$ cat src/iusc_pkg.sv
package iusc_pkg;

    localparam int PORTS_TRACKED = 25;
    localparam int PORT_IDX_W    = $clog2(PORTS_TRACKED);
    localparam int ENTRY_W       = PORTS_TRACKED + 1;
    localparam int APB_ADDR_W    = 4;

    localparam logic OP_BYTE  = 1'b0;
    localparam logic OP_QUERY = 1'b1;

    localparam logic [2:0] VERDICT_SHORT       = 3'd0;
    localparam logic [2:0] VERDICT_NOT_OURS    = 3'd1;
    localparam logic [2:0] VERDICT_HOST_DEAD   = 3'd2;
    localparam logic [2:0] VERDICT_PORT_CLOSED = 3'd3;
    localparam logic [2:0] VERDICT_PORT_OPEN   = 3'd4;
    localparam logic [2:0] VERDICT_QUERY       = 3'd5;

    localparam logic [1:0] REG_SCAN_MODE    = 2'd0;
    localparam logic [1:0] REG_PROBE_SPORT  = 2'd1;
    localparam logic [1:0] REG_NETWORK_BASE = 2'd2;
    localparam logic [1:0] REG_HOST_COUNT   = 2'd3;

    localparam logic [7:0]  ICMP_UNREACH_TYPE = 8'd3;
    localparam logic [7:0]  CODE_HOST_UNREACH = 8'd1;
    localparam logic [7:0]  CODE_PORT_UNREACH = 8'd3;
    localparam logic [7:0]  PROTO_UDP         = 8'd17;
    localparam logic [7:0]  ICMP_HEAD_LEN     = 8'd8;
    localparam logic [7:0]  INNER_MIN_LEN     = 8'd20;
    localparam logic [7:0]  PORTS_LEN         = 8'd4;
    localparam logic [15:0] PROBE_SPORT_RESET = 16'd8000;

    typedef struct packed {
        logic       op;
        logic [7:0] data_byte;
        logic       last;
        logic [9:0] query_index;
    } t_in_beat;

    typedef struct packed {
        logic [2:0]  verdict;
        logic [9:0]  host_index;
        logic        host_matched;
        logic [15:0] probe_port;
        logic        port_in_range;
        logic        host_dead;
        logic [24:0] closed_ports;
    } t_out_beat;

    typedef struct packed {
        logic        scan_mode;
        logic [15:0] probe_source_port;
        logic [31:0] network_base;
        logic [10:0] host_count;
    } t_cfg;

    // Fields of one finished datagram or one query, handed to the table.
    typedef struct packed {
        logic        query;
        logic [9:0]  query_index;
        logic        too_short;
        logic [7:0]  icmp_type;
        logic [7:0]  icmp_code;
        logic [7:0]  inner_protocol;
        logic [31:0] inner_destination;
        logic [15:0] quoted_sport;
        logic [15:0] quoted_dport;
    } t_snap;

endpackage

$ cat src/iusc_parse.sv
module iusc_parse import iusc_pkg::*; #(
    parameter int MAX_PACKET_BYTES = 2048
) (
    input  logic     i_clk,
    input  logic     i_rst_n,
    input  logic     i_accept,
    input  t_in_beat i_beat,
    output logic     o_snap_valid,
    output t_snap    o_snap
);

    localparam int OW = $clog2(MAX_PACKET_BYTES + 1);
    localparam int CW = (OW > 8) ? OW : 8;
    localparam logic [OW-1:0] PKT_MAX = OW'(MAX_PACKET_BYTES);

    logic [OW-1:0] r_offset, n_offset;
    logic [5:0]    r_outer_len, n_outer_len;
    logic [5:0]    r_inner_len, n_inner_len;
    logic [7:0]    r_icmp_type, n_icmp_type;
    logic [7:0]    r_icmp_code, n_icmp_code;
    logic [7:0]    r_proto, n_proto;
    logic [31:0]   r_dest, n_dest;
    logic [15:0]   r_sport, n_sport;
    logic [15:0]   r_dport, n_dport;

    logic          capture;
    logic [CW-1:0] pos;
    logic [5:0]    hdr_b;
    logic [5:0]    h1, h2;
    logic [7:0]    ib, pb;
    logic [7:0]    inner_part;
    logic [CW-1:0] need;
    logic [OW-1:0] total;

    assign capture = i_accept && (i_beat.op == OP_BYTE) && (r_offset < PKT_MAX);
    assign pos     = CW'(r_offset);
    assign hdr_b   = {i_beat.data_byte[3:0], 2'b00};
    assign h1      = (r_offset == '0) ? hdr_b : r_outer_len;
    assign ib      = {2'b00, h1} + ICMP_HEAD_LEN;
    assign h2      = (pos == CW'(ib)) ? hdr_b : r_inner_len;
    assign pb      = ib + {2'b00, h2};

    always_comb begin
        n_offset    = r_offset;
        n_outer_len = r_outer_len;
        n_inner_len = r_inner_len;
        n_icmp_type = r_icmp_type;
        n_icmp_code = r_icmp_code;
        n_proto     = r_proto;
        n_dest      = r_dest;
        n_sport     = r_sport;
        n_dport     = r_dport;
        if (capture) begin
            // one byte may land on several fields when header lengths are tiny
            if (r_offset == '0)                 n_outer_len   = hdr_b;
            if (pos == CW'(h1))                 n_icmp_type   = i_beat.data_byte;
            if (pos == CW'(h1) + CW'(1))        n_icmp_code   = i_beat.data_byte;
            if (pos == CW'(ib))                 n_inner_len   = hdr_b;
            if (pos == CW'(ib) + CW'(9))        n_proto       = i_beat.data_byte;
            if (pos == CW'(ib) + CW'(16))       n_dest[31:24] = i_beat.data_byte;
            if (pos == CW'(ib) + CW'(17))       n_dest[23:16] = i_beat.data_byte;
            if (pos == CW'(ib) + CW'(18))       n_dest[15:8]  = i_beat.data_byte;
            if (pos == CW'(ib) + CW'(19))       n_dest[7:0]   = i_beat.data_byte;
            if (pos == CW'(pb))                 n_sport[15:8] = i_beat.data_byte;
            if (pos == CW'(pb) + CW'(1))        n_sport[7:0]  = i_beat.data_byte;
            if (pos == CW'(pb) + CW'(2))        n_dport[15:8] = i_beat.data_byte;
            if (pos == CW'(pb) + CW'(3))        n_dport[7:0]  = i_beat.data_byte;
            n_offset = r_offset + 1'b1;
        end
        total = n_offset;
        if (i_accept && (i_beat.op == OP_BYTE) && i_beat.last) begin
            n_offset = '0;
        end
    end

    // Minimum length covers the outer header, the ICMP head, the inner header and the probe ports.
    assign inner_part = (({2'b00, n_inner_len} + PORTS_LEN) > INNER_MIN_LEN) ?
                        ({2'b00, n_inner_len} + PORTS_LEN) : INNER_MIN_LEN;
    assign need = CW'(n_outer_len) + CW'(ICMP_HEAD_LEN) + CW'(inner_part);

    always_ff @(posedge i_clk) begin
        if (!i_rst_n) begin
            r_offset    <= '0;
            r_outer_len <= '0;
            r_inner_len <= '0;
            r_icmp_type <= '0;
            r_icmp_code <= '0;
            r_proto     <= '0;
            r_dest      <= '0;
            r_sport     <= '0;
            r_dport     <= '0;
        end else begin
            r_offset    <= n_offset;
            r_outer_len <= n_outer_len;
            r_inner_len <= n_inner_len;
            r_icmp_type <= n_icmp_type;
            r_icmp_code <= n_icmp_code;
            r_proto     <= n_proto;
            r_dest      <= n_dest;
            r_sport     <= n_sport;
            r_dport     <= n_dport;
        end
    end

    assign o_snap_valid = i_accept && ((i_beat.op == OP_QUERY) || i_beat.last);

    always_comb begin
        o_snap.query             = (i_beat.op == OP_QUERY);
        o_snap.query_index       = i_beat.query_index;
        o_snap.too_short         = CW'(total) < need;
        o_snap.icmp_type         = n_icmp_type;
        o_snap.icmp_code         = n_icmp_code;
        o_snap.inner_protocol    = n_proto;
        o_snap.inner_destination = n_dest;
        o_snap.quoted_sport      = n_sport;
        o_snap.quoted_dport      = n_dport;
    end

endmodule

$ cat config.mk
export PLATFORM = sky130hd
export DESIGN_NAME = iusc_parse
export DESIGN_NICKNAME = d
export VERILOG_FILES = /design/src/iusc_pkg.sv /design/src/iusc_parse.sv
export SDC_FILE = /design/constraint.sdc
export NUM_CORES = 1
export LEC_CHECK = 0
export BUFFER_PORTS_ARGS = -buffer_cell sky130_fd_sc_hd__buf_4
export CORE_ASPECT_RATIO = 0.7
export CORE_MARGIN = 2
export CORE_UTILIZATION = 55
export CTS_CLUSTER_SIZE = 28
export DETAILED_ROUTE_END_ITERATION = 7
export GPL_TIMING_DRIVEN = 0
export PLACE_DENSITY = 0.79
export SLEW_MARGIN = 20
export SYNTH_ARGS = -nofsm -noshare
export SYNTH_HDL_FRONTEND = slang
export SYNTH_SLANG_ARGS = --single-unit
$ cat constraint.sdc
create_clock -name i_clk -period 14.8 [get_ports i_clk]
set_clock_uncertainty 0.2 [all_clocks]
set_input_delay 2.22 -clock i_clk [delete_from_list [all_inputs] [get_ports i_clk]]
set_output_delay 2.22 -clock i_clk [all_outputs]
set_load 0.1 [all_outputs]
==> results.toml <==
[setup_path]
cp_slowest_cell = "nor4_1"
critPathCaptureType = "primary output"
path_max_fanout = 10
cp_slowest_stage_delay_ns = 0.86
critical_path_required_ns = 12.38
critPathKind = "flip-flop to primary output"
crit_arrival_ns = 9.79
start_kind = "flip-flop"

[die]
fp.dieArea_mm2 = 0.0152
core_mm2 = 0.0139
die_h_um = 104
start_util_pct = 56.3
num_io_pins = 124
die_w_um = 146
placementRows = 36

[cells_and_area]
final_area_mm2 = 0.00922
diodes = 0
final_core_util_pct = 66.5
fin_nets = 1047
layout_commonest_cell = "buf_4"
layout_common_cells = "123 x buf_4, 112 x dfxtp_1, 93 x mux2_2, 92 x nand2_1, 55 x and2_1"
area_growth_syn_to_layout_pct = 18.1
drive_gt1_share_pct = 27.2

[synthesis]
ys_warn_count = 0
mappedNetlistNets = 925
ys_seq_area_share_pct = 28.7
synth-seq-cells = 112
synthCells = 859
ys_types = 72
async_reset_ff_share_pct = 0
syn_area_mm2 = 0.00780
syn_area_per_cell_um2 = 9.09
synth_edf_count = 0
ys.flop_type = "dfxtp_1"

[timing]
finalSetupViolCount = 0
relSlewSlack_pct = 30.1
rsz0062_at_grt = "false"
fin_setup_tns_ns = 0
fmax_ghz = 0.0819
tightest_slew_ns = 1.04
slew_viol_final = 0
final.min_clock_period_ns = 12.21
hold_viol_final = 0
post-route-period-util_pct = 82.5

[clock_network]
cts_buffer_depth = 2
cts_sinks = 112
cts_buffers = 9
clock_latency_ns = 0.37
cts-root-buf = "clkbuf_16"
cts_setup_buffers = 0
path_clk_slew_ns = 0.08
cts-htree-levels = 3
hold_buffers = 0
cts_tree = "yes"
ctsResizeCount = 0

[routing]
drt_iter0_markers = 588
drc = 0
avgRoutedWirePerCell_um = 18.6
dr_total_vias = 6903
ant_nets = 0
wl_um = 21800
vias_per_cell = 5.87
first_pass_iters = 8

[power]
powerDensity_mw_per_mm2 = 82.2
p_leak_nw = 4.24
ir_worst_vdd_mv = 0.0573

[global_route]
met2_usage_pct = 40.3
grt_usage_pct = 28.3
grt_use_met1_pct = 42.3
grt_max_degree = 23
antenna_found_initial = 0
grt_pass1_vias = 6347
gr-total-overflow = 0
grt_pass1_wl_um = 34300
grtUsageMet3_pct = 7.71
busiest_layer = "met1"

[min_path]
min-delay-path-class = "flip-flop to flip-flop"

[job]
cap_violations = 0

[place]
port_buffers = 111
dpl.hpwl_um = 16600
placedInstanceArea_mm2 = 0.00889
gp_congestion = 0.960

[outcome]
outcome = "finished clean"
-- cells by family after synthesis --
group,after synthesis,synth area share (%)
AO/OA/AOI/OAI,111,10.5
XOR/XNOR,60,7.44
adder cells (fa/ha/maj),43,7.09
buffers and inverters,91,5.63
flip-flops,112,28.7
multiplexers,141,19.7
AND/OR/NAND/NOR,301,20.9
-- metal layers --
metal  vias to the layer above  part of all wire (%)
li1                       3277                     -
met1                      3270                    47
met2                       318                    41
met3                        38                    11
met4                         0                   1.6
met5                         -                     0
-- path summary, 6_finish.rpt --
check / cells past startpoint / to / slack (ns) / startpoint
hold / removal: 2 / r_proto[2] / 0.26 / r_proto[2]
hold reg to reg: 2 / r_proto[2] / 0.26 / r_proto[2]
setup / recovery: 31 / o_snap[6] / 2.59 / pos[1]
setup reg to reg: 30 / r_dport[2] / 5.45 / pos[1]
-- state kept, by name, summed over array words and instances, names as in the netlist --
| signal | count |
|---|---|
| pos | 12 |
| r_dest | 32 |
| r_dport | 16 |
| r_icmp_code | 8 |
| r_icmp_type | 8 |
| r_inner_len | 6 |
| r_outer_len | 6 |
| r_proto | 8 |
| r_sport | 16 |
-- stage by stage --
step	std cells	power (W)	hold WS, ns	setup WS (ns)
detailed placement	1160	0.000490	0.249	3.03
floorplan	859	0.000449	0.232	3.59
finish	1176	0.000758	0.259	2.59
global placement	1160	0.000487	0.241	3.06
global route	1176	0.000783	0.277	1.96
CTS	1176	0.000754	0.261	2.80
-- critical path: cells and delay by family, from the launching register on --
| family | cells | cell delay (ns) |
|---|---|---|
| AO/OA/AOI/OAI | 7 | 2.22 |
| adder cells (fa/ha/maj) | 4 | 1.15 |
| AND/OR/NAND/NOR | 8 | 2.71 |
| buffers and inverters | 10 | 2.22 |
| multiplexers | 2 | 0.81 |
| flip-flops | 1 | 0.32 |
-- report_power, final --
group | switching (W) | internal [W] | leakage [nW]
Combinational | 0.000124 | 0.0000595 | 3.18
Clock | 0.000131 | 0.000138 | 0.161
Sequential | 0.00000135 | 0.000303 | 0.903
Total | 0.000257 | 0.000501 | 4.24
-- layout make-up --
| cell class | instances | area (µm²) |
|---|---|---|
| fill | 1157 | 4650 |
| tap | 190 | 238 |
| timing repair buffer | 111 | 833 |
| clock buffer | 9 | 225 |
| sequential | 112 | 2240 |
| clock inverter | 7 | 108 |
| inverter | 25 | 93.8 |
| buffer | 66 | 345 |
| multi-input combinational | 656 | 5140 |
-- synth_stat cells, types with 5 or more instances --
cell type	count	share of area, %
dfxtp_1	112	29
mux2_2	93	13
nand2_1	92	4.4
and2_1	55	4.4
mux2i_1	46	5.9
ha_1	41	6.6
clkbuf_1	40	1.9
xnor2_1	38	4.3
nor2_1	35	1.7
inv_1	24	1.2
nand3_1	20	1.3
o21ai_0	20	1.3
a21oi_1	19	1.2
xor2_1	18	2.0
and3_1	17	1.4
nand4_1	14	1.1
nor2b_1	13	1.0
buf_4	12	1.2
nor3_1	10	0.64
buf_2	9	0.58
a21boi_0	7	0.67
a31oi_1	7	0.56
nor3b_1	7	0.67
nand2b_1	6	0.48
o31ai_1	6	0.58
a41oi_1	5	0.56
o31a_1	5	0.56
or2_2	5	0.40
Note: power is estimated with default switching activity, not from simulation.
